## src/sv/sntm_pkg.sv

```systemverilog
`default_nettype none
// ----------------------------------------------------------------------------
// sntm_pkg
// Shared types and constants of the square/noise tone mixer.
// ----------------------------------------------------------------------------
package sntm_pkg;

  localparam logic [2:0] REQ_TICK    = 3'd0;
  localparam logic [2:0] REQ_WRITE   = 3'd1;
  localparam logic [2:0] REQ_NOTE    = 3'd2;
  localparam logic [2:0] REQ_SILENCE = 3'd3;
  localparam logic [2:0] REQ_RETUNE  = 3'd4;

  localparam logic [7:0] LCG_MUL = 8'd67;
  localparam logic [7:0] LCG_ADD = 8'd71;

  typedef enum logic [2:0] {
    ST_IDLE,
    ST_EXEC,
    ST_MODW,
    ST_MIX,
    ST_FINISH
  } state_t;

endpackage
`default_nettype wire

```

## src/sv/sntm_mod.sv

```systemverilog
`default_nettype none
// ----------------------------------------------------------------------------
// sntm_mod
// Iterative 8-bit remainder unit, one quotient bit per cycle.
// ----------------------------------------------------------------------------
module sntm_mod import sntm_pkg::*; (
  input  wire logic       clk,
  input  wire logic       rst,
  input  wire logic       start,
  input  wire logic [7:0] dividend,
  input  wire logic [7:0] divisor,
  output logic            done,
  output logic [7:0]      rem
);

  logic       busy;
  logic [2:0] cnt;
  logic [7:0] shft;
  logic [7:0] dsr;
  logic [8:0] trial;
  logic [7:0] diff;

  assign trial = {rem, shft[7]};
  assign diff  = trial[7:0] - dsr;

  always_ff @(posedge clk) begin
    if (rst) begin
      busy <= 1'b0;
      done <= 1'b0;
      cnt  <= 3'd0;
    end else begin
      done <= 1'b0;
      if (start) begin
        busy <= 1'b1;
        cnt  <= 3'd0;
      end else if (busy) begin
        cnt <= cnt + 3'd1;
        if (cnt == 3'd7) begin
          busy <= 1'b0;
          done <= 1'b1;
        end
      end
    end
  end

  always_ff @(posedge clk) begin
    if (start) begin
      rem  <= 8'd0;
      shft <= dividend;
      dsr  <= divisor;
    end else if (busy) begin
      shft <= {shft[6:0], 1'b0};
      if (trial >= {1'b0, dsr}) begin
        rem <= diff;
      end else begin
        rem <= trial[7:0];
      end
    end
  end

endmodule
`default_nettype wire

```

## src/sv/square_noise_tone_mixer.sv

```systemverilog
`default_nettype none
// ----------------------------------------------------------------------------
// square_noise_tone_mixer
// Multi-channel square/noise tone generator with an 8-bit PWM mix level.
// ----------------------------------------------------------------------------
// Channel  Direction  Content
// s_*      in         request: tuser = req_type, tdata = channel, half_period,
//                     amplitude, noise_on
// m_*      out        result: tdata = mix_level, tuser = level_changed
//
// One request is processed at a time; s_tready is high only while idle.
// A tick steps through the channels one per cycle, except that a noise toggle
// waits in ST_MODW for the serial remainder unit. A remix steps through every
// channel in ST_MIX and sums the levels of those whose phase is high.
// Reset is synchronous and clears all channel state; the seed resets to one.
// A result waiting on m_tready holds the block in its final state.
// ----------------------------------------------------------------------------
module square_noise_tone_mixer import sntm_pkg::*; #(
  parameter int CHANNELS = 4
) (
  input  wire logic        clk,
  input  wire logic        rst,
  input  wire logic        s_tvalid,
  output logic             s_tready,
  input  wire logic [23:0] s_tdata,   // channel[1:0], half_period[9:2],
                                      // amplitude[17:10], noise_on[18]
  input  wire logic [2:0]  s_tuser,   // req_type[2:0]
  output logic             m_tvalid,
  input  wire logic        m_tready,
  output logic [7:0]       m_tdata,   // mix_level[7:0]
  output logic [0:0]       m_tuser    // level_changed[0]
);

  localparam int CH_W = (CHANNELS > 1) ? $clog2(CHANNELS) : 1;

  state_t state, state_next;

  logic [7:0] tick_count   [CHANNELS];
  logic       phase_high   [CHANNELS];
  logic [7:0] half_periods [CHANNELS];
  logic [7:0] amplitudes   [CHANNELS];
  logic [7:0] levels       [CHANNELS];
  logic       noise_enable [CHANNELS];
  logic [7:0] noise_seed;
  logic [7:0] pwm_level;

  logic [2:0]      req;
  logic [7:0]      req_hp;
  logic [7:0]      req_amp;
  logic            req_nz;
  logic [CH_W-1:0] ch_idx;
  logic            toggled;
  logic            changed;
  logic [7:0]      sum;

  logic [1:0]  in_ch;
  logic        req_ok;
  logic        last;
  logic        active;
  logic [7:0]  cnt_inc;
  logic        hit;
  logic [7:0]  seed_adv;
  logic [7:0]  sum_add;
  logic        div_start;
  logic        div_done;
  logic [7:0]  div_rem;
  logic        advance;

  assign in_ch     = s_tdata[1:0];
  assign req_ok    = (s_tuser == REQ_TICK) ||
                     ((s_tuser inside {[REQ_WRITE:REQ_RETUNE]}) && (32'(in_ch) < CHANNELS));
  assign last      = (ch_idx == CH_W'(CHANNELS - 1));
  assign active    = (amplitudes[ch_idx] != 8'd0);
  assign cnt_inc   = tick_count[ch_idx] + 8'd1;
  assign hit       = (cnt_inc >= half_periods[ch_idx]);
  assign seed_adv  = noise_seed * LCG_MUL + LCG_ADD;
  assign sum_add   = sum + (phase_high[ch_idx] ? levels[ch_idx] : 8'd0);
  assign s_tready  = (state == ST_IDLE);

  sntm_mod u_mod (
    .clk      (clk),
    .rst      (rst),
    .start    (div_start),
    .dividend (seed_adv),
    .divisor  (amplitudes[ch_idx]),
    .done     (div_done),
    .rem      (div_rem)
  );

  always_ff @(posedge clk) begin
    if (rst) begin
      state <= ST_IDLE;
    end else begin
      state <= state_next;
    end
  end

  always_comb begin
    state_next = state;
    div_start  = 1'b0;
    advance    = 1'b0;
    case (state)
      ST_IDLE: begin
        if (s_tvalid) begin
          state_next = req_ok ? ST_EXEC : ST_FINISH;
        end
      end
      ST_EXEC: begin
        case (req)
          REQ_TICK: begin
            if (active && hit && noise_enable[ch_idx]) begin
              div_start  = 1'b1;
              state_next = ST_MODW;
            end else if (last) begin
              state_next = (toggled || (active && hit)) ? ST_MIX : ST_FINISH;
            end else begin
              advance = 1'b1;
            end
          end
          REQ_SILENCE, REQ_RETUNE: state_next = ST_MIX;
          default: state_next = ST_FINISH;
        endcase
      end
      ST_MODW: begin
        if (div_done) begin
          if (last) begin
            state_next = ST_MIX;
          end else begin
            advance    = 1'b1;
            state_next = ST_EXEC;
          end
        end
      end
      ST_MIX: begin
        if (last) begin
          state_next = ST_FINISH;
        end else begin
          advance = 1'b1;
        end
      end
      ST_FINISH: begin
        if (!m_tvalid || m_tready) begin
          state_next = ST_IDLE;
        end
      end
      default: state_next = ST_IDLE;
    endcase
  end

  always_ff @(posedge clk) begin
    if (rst) begin
      for (int c = 0; c < CHANNELS; c++) begin
        tick_count[c]   <= 8'd0;
        phase_high[c]   <= 1'b0;
        half_periods[c] <= 8'd0;
        amplitudes[c]   <= 8'd0;
        levels[c]       <= 8'd0;
        noise_enable[c] <= 1'b0;
      end
      noise_seed <= 8'd1;
      pwm_level  <= 8'd0;
      m_tvalid   <= 1'b0;
      changed    <= 1'b0;
      toggled    <= 1'b0;
      ch_idx     <= '0;
    end else begin
      if (state == ST_FINISH && (!m_tvalid || m_tready)) begin
        m_tvalid <= 1'b1;
      end else if (m_tvalid && m_tready) begin
        m_tvalid <= 1'b0;
      end
      if (advance) begin
        ch_idx <= ch_idx + CH_W'(1);
      end
      if (state_next == ST_MIX && state != ST_MIX) begin
        ch_idx <= '0;
      end
      case (state)
        ST_IDLE: begin
          if (s_tvalid) begin
            changed <= 1'b0;
            toggled <= 1'b0;
            ch_idx  <= (s_tuser == REQ_TICK) ? '0 : in_ch[CH_W-1:0];
          end
        end
        ST_EXEC: begin
          case (req)
            REQ_TICK: begin
              if (active) begin
                if (hit) begin
                  toggled            <= 1'b1;
                  phase_high[ch_idx] <= ~phase_high[ch_idx];
                  tick_count[ch_idx] <= 8'd0;
                  if (noise_enable[ch_idx]) begin
                    noise_seed <= seed_adv;
                  end
                end else begin
                  tick_count[ch_idx] <= cnt_inc;
                end
              end
            end
            REQ_WRITE: begin
              half_periods[ch_idx] <= req_hp;
              amplitudes[ch_idx]   <= req_amp;
              levels[ch_idx]       <= req_amp;
              noise_enable[ch_idx] <= req_nz;
            end
            REQ_NOTE: begin
              phase_high[ch_idx] <= 1'b1;
            end
            REQ_SILENCE: begin
              levels[ch_idx]     <= 8'd0;
              amplitudes[ch_idx] <= 8'd0;
              phase_high[ch_idx] <= 1'b0;
            end
            REQ_RETUNE: begin
              half_periods[ch_idx] <= req_hp;
              phase_high[ch_idx]   <= 1'b0;
              tick_count[ch_idx]   <= 8'd0;
            end
            default: begin
            end
          endcase
        end
        ST_MODW: begin
          if (div_done) begin
            levels[ch_idx] <= div_rem;
          end
        end
        ST_MIX: begin
          if (last) begin
            pwm_level <= sum_add;
            changed   <= 1'b1;
          end
        end
        default: begin
        end
      endcase
    end
  end

  always_ff @(posedge clk) begin
    if (state == ST_IDLE && s_tvalid) begin
      req     <= s_tuser;
      req_hp  <= s_tdata[9:2];
      req_amp <= s_tdata[17:10];
      req_nz  <= s_tdata[18];
    end
    if (state_next == ST_MIX && state != ST_MIX) begin
      sum <= 8'd0;
    end else if (state == ST_MIX) begin
      sum <= sum_add;
    end
    if (state == ST_FINISH && (!m_tvalid || m_tready)) begin
      m_tdata    <= pwm_level;
      m_tuser[0] <= changed;
    end
  end

endmodule
`default_nettype wire

```

## config.mk

```make
export PLATFORM = sky130hd
export DESIGN_NAME = square_noise_tone_mixer
export DESIGN_NICKNAME = d
export VERILOG_FILES = /design/src/sv/sntm_pkg.sv /design/src/sv/sntm_mod.sv /design/src/sv/square_noise_tone_mixer.sv
export SDC_FILE = /design/constraint.sdc
export NUM_CORES = 1
export LEC_CHECK = 0
export BUFFER_PORTS_ARGS = -buffer_cell sky130_fd_sc_hd__buf_4
export CORE_MARGIN = 1
export CORE_UTILIZATION = 33
export DETAILED_ROUTE_END_ITERATION = 10
export GPL_ROUTABILITY_DRIVEN = 0
export GPL_TIMING_DRIVEN = 0
export SYNTH_ARGS = -nofsm -noshare
export SYNTH_HDL_FRONTEND = slang
export SYNTH_HIERARCHICAL = 1
export SYNTH_SLANG_ARGS = --single-unit
```

## constraint.sdc

```tcl
create_clock -name clk -period 11.8 [get_ports clk]
set_input_delay 1.77 -clock clk [delete_from_list [all_inputs] [get_ports clk]]
set_output_delay 1.77 -clock clk [all_outputs]
set_load 0.03 [all_outputs]
```

# ---- After elaboration in Yosys (flattened, before gate mapping)
# Memories as Yosys holds them, arrays and structs flattened. A register that Yosys moved wholly into a read port is not among the register bits.
# Cells that the tools add are included.
dict set report classes {
  mux 108
  n_addsub 6
  bitwise_logic 11
  eq_ne 17
  mul 1
  reduce_logical 32
  order_cmp 4
}
# cell n
set ops {}
lappend ops {{8-bit 2-to-1 mux} 14}
lappend ops {{1-bit 2-to-1 mux} 63}
lappend ops {{2-bit 2-to-1 mux} 18}
lappend ops {{8-bit OR reduction} 4}
lappend ops {{3-bit 2-to-1 mux} 8}
lappend ops {{3-bit by 2-bit equality test with 1-bit output (second input constant)} 5}
lappend ops {{3-bit one-hot mux with 5 select lines} 1}
lappend ops {{2-bit != test (second input constant)} 5}
lappend ops {{5-bit AND reduction} 2}
lappend ops {{3-bit equality test (second input constant)} 3}
lappend ops {{9-bit by 8-bit greater-or-equal comparator with 1-bit output} 1}
lappend ops {{3-bit logical NOT} 3}
lappend ops {{1-bit bitwise OR} 9}
lappend ops {{8-bit by 1-bit adder with 8-bit output (second input constant)} 1}
lappend ops {{8-bit by 7-bit adder with 8-bit output (second input constant)} 1}
lappend ops {{8-bit adder} 1}
lappend ops {{8-bit greater-or-equal comparator} 1}
lappend ops {{8-bit by 7-bit multiplier with 8-bit output (second input constant)} 1}
lappend ops {{2-bit nonzero test} 4}
lappend ops {{8-bit nonzero test} 1}
lappend ops {{8-bit subtractor} 1}
lappend ops {{1-bit logical AND} 7}
lappend ops {{3-bit by 1-bit equality test with 1-bit output (second input constant)} 2}
lappend ops {{3-bit one-hot mux with 2 select lines} 1}
lappend ops {{16 further kinds} 22}
dict set report totals {
  elab_cells 205
  ramBits 136
  memories 6
  register_bits 90
}
# memory depth width read_ports rd_ports_with_merged_regs wr line_no
set memory_table {}
lappend memory_table {amplitudes 4 8 1 1 4 square_noise_tone_mixer.sv:41} ;# logic [7:0] amplitudes [CHANNELS];
lappend memory_table {half_periods 4 8 1 1 4 square_noise_tone_mixer.sv:40} ;# logic [7:0] half_periods [CHANNELS];
lappend memory_table {levels 4 8 1 1 4 square_noise_tone_mixer.sv:42} ;# logic [7:0] levels [CHANNELS];
lappend memory_table {tick_count 4 8 1 1 4 square_noise_tone_mixer.sv:38} ;# logic [7:0] tick_count [CHANNELS];
lappend memory_table {noise_enable 4 1 1 1 4 square_noise_tone_mixer.sv:43} ;# logic noise_enable [CHANNELS];
lappend memory_table {phase_high 4 1 1 1 4 square_noise_tone_mixer.sv:39} ;# logic phase_high [CHANNELS];

# ---- Longest topological paths before layout
dict set report depth {
  depth_word 15
  depth_mapped 21
  mapped_depth_nobuf 16
}

# ---- Cells and area by module
# The synthesis kept the hierarchy.
# mod cells_per_inst n_inst area_per_inst_um2
set by_module_without_submodules {}
lappend by_module_without_submodules {square_noise_tone_mixer 768 1 9444.1}
lappend by_module_without_submodules {sntm_mod 154 1 1674.1}

# ---- Least setup slack after synthesis
# Ideal clock, no wire load.
dict set report synth_timing {
  kind {register to register}
  startpoint {register ch_idx[0] (netlist name)}
  endpoint {register u_mod.shft[0], enable pin}
  stages_incl_launch_ff 17
  path_slack_ns 6.888
  n_path_buf 7
  synth_period_minus_slack_ns 4.912
  t_arrival_ns 4.642
  path_cell_list {dfxtp_1 buf_2 buf_2 buf_2 buf_2 mux4_2 ha_1 nand2b_1 a2111o_1 a31o_2 and2_1 nand3_1 buf_2 inv_1 clkbuf_1 clkbuf_1 or2_2}
}
# element line_no
set synth_lines {}
lappend synth_lines {{to (signal assigned)} sntm_mod.sv:49} ;# shft <= dividend;
lappend synth_lines {{to (signal assigned)} sntm_mod.sv:52} ;# shft <= {shft[6:0], 1'b0};
lappend synth_lines {{to (decl)} sntm_mod.sv:18} ;# logic [7:0] shft;

==> metrics.txt <==
Fin Hold WS=~0.43 ns; CP required=~12 ns; sequential cell area=6340 um^2; register share of total power=0.469; clk root buf=clkbuf_16; power share of the combinational group=0.165; Post-synth ARST share=0; kind of critical path=reg2reg; IO Port Bufs=36; min-delay worst type=reg2reg; clk_skew=0.0205 ns; placed inst area=~12000 um^2; post-CTS setup buffers=0; #FFs+latches synth=226; global-route wire length before repair=38.3 mm; power per cell area=between 150 and 200 nW/um^2; Max Buffers Root-to-Sink=3; Post-CTS Hold Fix Bufs=0; Hold Violations, Final=0; multi-input combinational cell area=about 4300 um^2; critical path capture point type=register; Placed Instances=1400; # DRC=0; DRT Wirelength=around 24 mm; final std cells w/o fill=about 1400; fmax=0.158 GHz; chip height=~190 um; pre-CTS setup slack=around 5.5 ns; Sw Share=0.266; DIE WIDTH=about 190 um; grt total ovfl=0; Clock Pin Slew Worst Setup and Hold Paths=0.06 ns; Clock Latency Late Sink=0.53 ns; synthesis-to-finish area growth=14.3%; CP startpoint kind=register; vias in the first global route=about 7000; DR pass1 iterations=4; RSZ-0062 raised after global routing=no; row cnt=66; critical path data arrival time=roughly 6.6 ns; CP max FO=10; Mapped Cells=between 900 and 1000; cts repair resizes=0; cell area after synthesis=between 10000 and 15000 um^2; TritonCTS Sinks=around 230; min cycle time layout=6.32 ns; fillcell total=roughly 3300; setup TNS=0 ns; Syn. warnings=6; core area=32900 um^2; Final Max Tran Viols=0; P_int=~1500 uW; Ant. Diodes=0; sequential fraction of the synthesis area=0.570; largest net degree at the start of global routing=28; antenna viol nets, final=0; Top Ports=42; Avg Inst Size Synth=roughly 12 um^2; dpl hpwl=17.2 mm; WL/cell=16.8 um; Total GRT Usage=0.144; vias per cell=between 4 and 5; EDFF count, synth=around 180; final critical-path share of the clock period=0.536; worst slew pin tran=between 0.9 and 1 ns; Inserted Clock Buffers=25; sw power=around 540 uW; status=complete, no violations; die area=34400 um^2; top-area cell type share of the netlist area=0.489; Nets=~1100; final setup vio count=0; Starting Density=0.338; leading area contributor after synthesis=edfxtp_1; Net Count, Synth=1002; DR iter-0 viols=between 500 and 600; Netlist cell types=between 60 and 70; post-route cell area=between 10000 and 15000 um^2; layout cells sized above 1=0.140; ys flop type=edfxtp_1; DR vias=7176; Static Leak=approximately 0.005 uW; clock share of power=0.365; Worst VDD drop=between 100 and 150 uV; max-cap viol count=0; dominant cells by area after synthesis=edfxtp_1 49%, dfxtp_1 8.1%, mux4_2 6.5%; Max H-tree Level=1; setup ws final=between 5 and 6 ns; CTS tree=built; initial antenna violation count=0; Slew headroom=0.347
[registers in the layout, indices dropped and copies added (netlist names), 4 cells and up]
signal and cells:
amplitudes 32, half_periods 32, levels 32, tick_count 32, m_tdata 8, noise_seed 8, pwm_level 8, req_amp 8
req_hp 8, sum 8, u_mod/dsr 8, u_mod/rem 8, u_mod/shft 8, noise_enable 4, phase_high 4
[routing by layer]
layer / wire [um] / global-route usage
met5: 0 / 0
met4: 461 / 0.0354
met3: 1130 / 0.0190
met2: 11200 / 0.230
met1: 11500 / 0.207
[final timing paths]
kind | to | slack [ns] | from | cells past startpoint
min reg2reg | m_tdata[6] | 0.43 | pwm_level[6] | 0
max reg2reg | u_mod/shft[4] | 5.48 | ch_idx[1] | 16
min | m_tdata[6] | 0.43 | pwm_level[6] | 0
max | u_mod/shft[4] | 5.48 | ch_idx[1] | 16
[per-stage QoR]
stage / power, uW / util
final: 2010 / 0.387
after global routing: 2100 / 0.387
after CTS: 2030 / 0.387
after detailed placement: 1300 / 0.363
after global placement: 1290 / 0.363
after floorplan: 1200 / -
[critical path: stages (launching register included)]
cell      delay [ns]
dfxtp_1         0.37
buf_2           0.29
buf_1           0.58
clkbuf_1        0.67
clkbuf_1        0.61
mux4_2          0.41
ha_1            0.27
nand2b_1        0.14
a2111o_1        0.40
a31o_2          0.31
and2_1          0.22
nand3_1         0.12
buf_2           0.33
inv_1           0.27
clkbuf_1        0.31
clkbuf_1        0.30
or2_2           0.43
[cell usage after synthesis (2+ instances only)]
cell type  number
a2111oi_2       2
edfxtp_1      181
mux2_2          8
a211oi_1       11
and2_1          5
and3_1         35
a221oi_1        2
or3_1           3
mux4_2         32
nor3_1         17
a21o_1         16
a311oi_1        3
a2111o_1        4
nand3b_1        3
nor2_1        118
a2111oi_0       2
o21a_1          5
clkbuf_1       33
a21oi_1        39
nor4_1          4
a211o_1         2
or4_1           2
o31ai_1         3
nor2b_1        16
o21ai_1         5
fa_1            4
a31o_2          3
nand2b_1       24
o21ai_0        13
nand2_1        56
o21bai_1        5
or3b_2          2
xnor2_1        24
nand3_1        14
xor2_1          5
dfxtp_1        45
mux2i_1        12
nor3b_1         5
buf_2           8
ha_1           45
a31oi_1         6
inv_1          72
or2_2           4
nand4b_1        2
[power groups by stage]
stage	sequential (uW)	clock, uW	combinational, uW
detailed placement	962	0	333
CTS	946	748	335
global placement	961	0	328
global route	950	775	371
finish	945	735	333
floorplan	950	0	252
[final cells by class]
class | instances | share of cell area
Clock inverter | 13 | 0.00758
Clock buffer | 32 | 0.0529
Buffer | 43 | 0.0139
Multi-Input combinational cell | 580 | 0.341
Tap cell | 442 | 0.0435
Sequential cell | 226 | 0.498
Timing Repair Buffer | 36 | 0.0213
Inverter | 73 | 0.0216
[placed cells by master (no fill, tap or decap), types with 5 or more instances in the layout]
cell type / Yosys / routed
clkbuf_1: 33 / 37
mux2_2: 8 / 8
o21bai_1: 5 / 5
and2_1: 5 / 5
a21o_1: 16 / 16
o21ai_0: 13 / 13
dfxtp_1: 45 / 45
xor2_1: 5 / 5
a21oi_1: 39 / 39
mux4_2: 32 / 32
xnor2_1: 24 / 24
nor3_1: 17 / 17
o21ai_1: 5 / 5
inv_1: 72 / 72
nor3b_1: 5 / 5
nand2b_1: 24 / 24
a211oi_1: 11 / 11
buf_4: 0 / 36
edfxtp_1: 181 / 181
ha_1: 45 / 45
clkinv_2: 0 / 6
and3_1: 35 / 35
buf_2: 8 / 8
mux2i_1: 12 / 12
nor2b_1: 16 / 16
nand2_1: 56 / 56
nor2_1: 118 / 118
o21a_1: 5 / 5
nand3_1: 14 / 14
a31oi_1: 6 / 6
clkbuf_16: 0 / 25
[cell families (layout without fill, tap and decap cells)]
family                     count (synthesis)  count (layout)  share of synthesized area
and+or+nand+nor                          316             316                      0.139
DFF                                      226             226                      0.570
AOI/OAI and AO/OA                        133             133                     0.0851
buffers and inverters                    116             197                     0.0404
muxes                                     52              52                     0.0837
adders and majority gates                 50              50                     0.0587
xor gates and xnor gates                  29              29                     0.0228
Power figures use the tool's default switching activity.
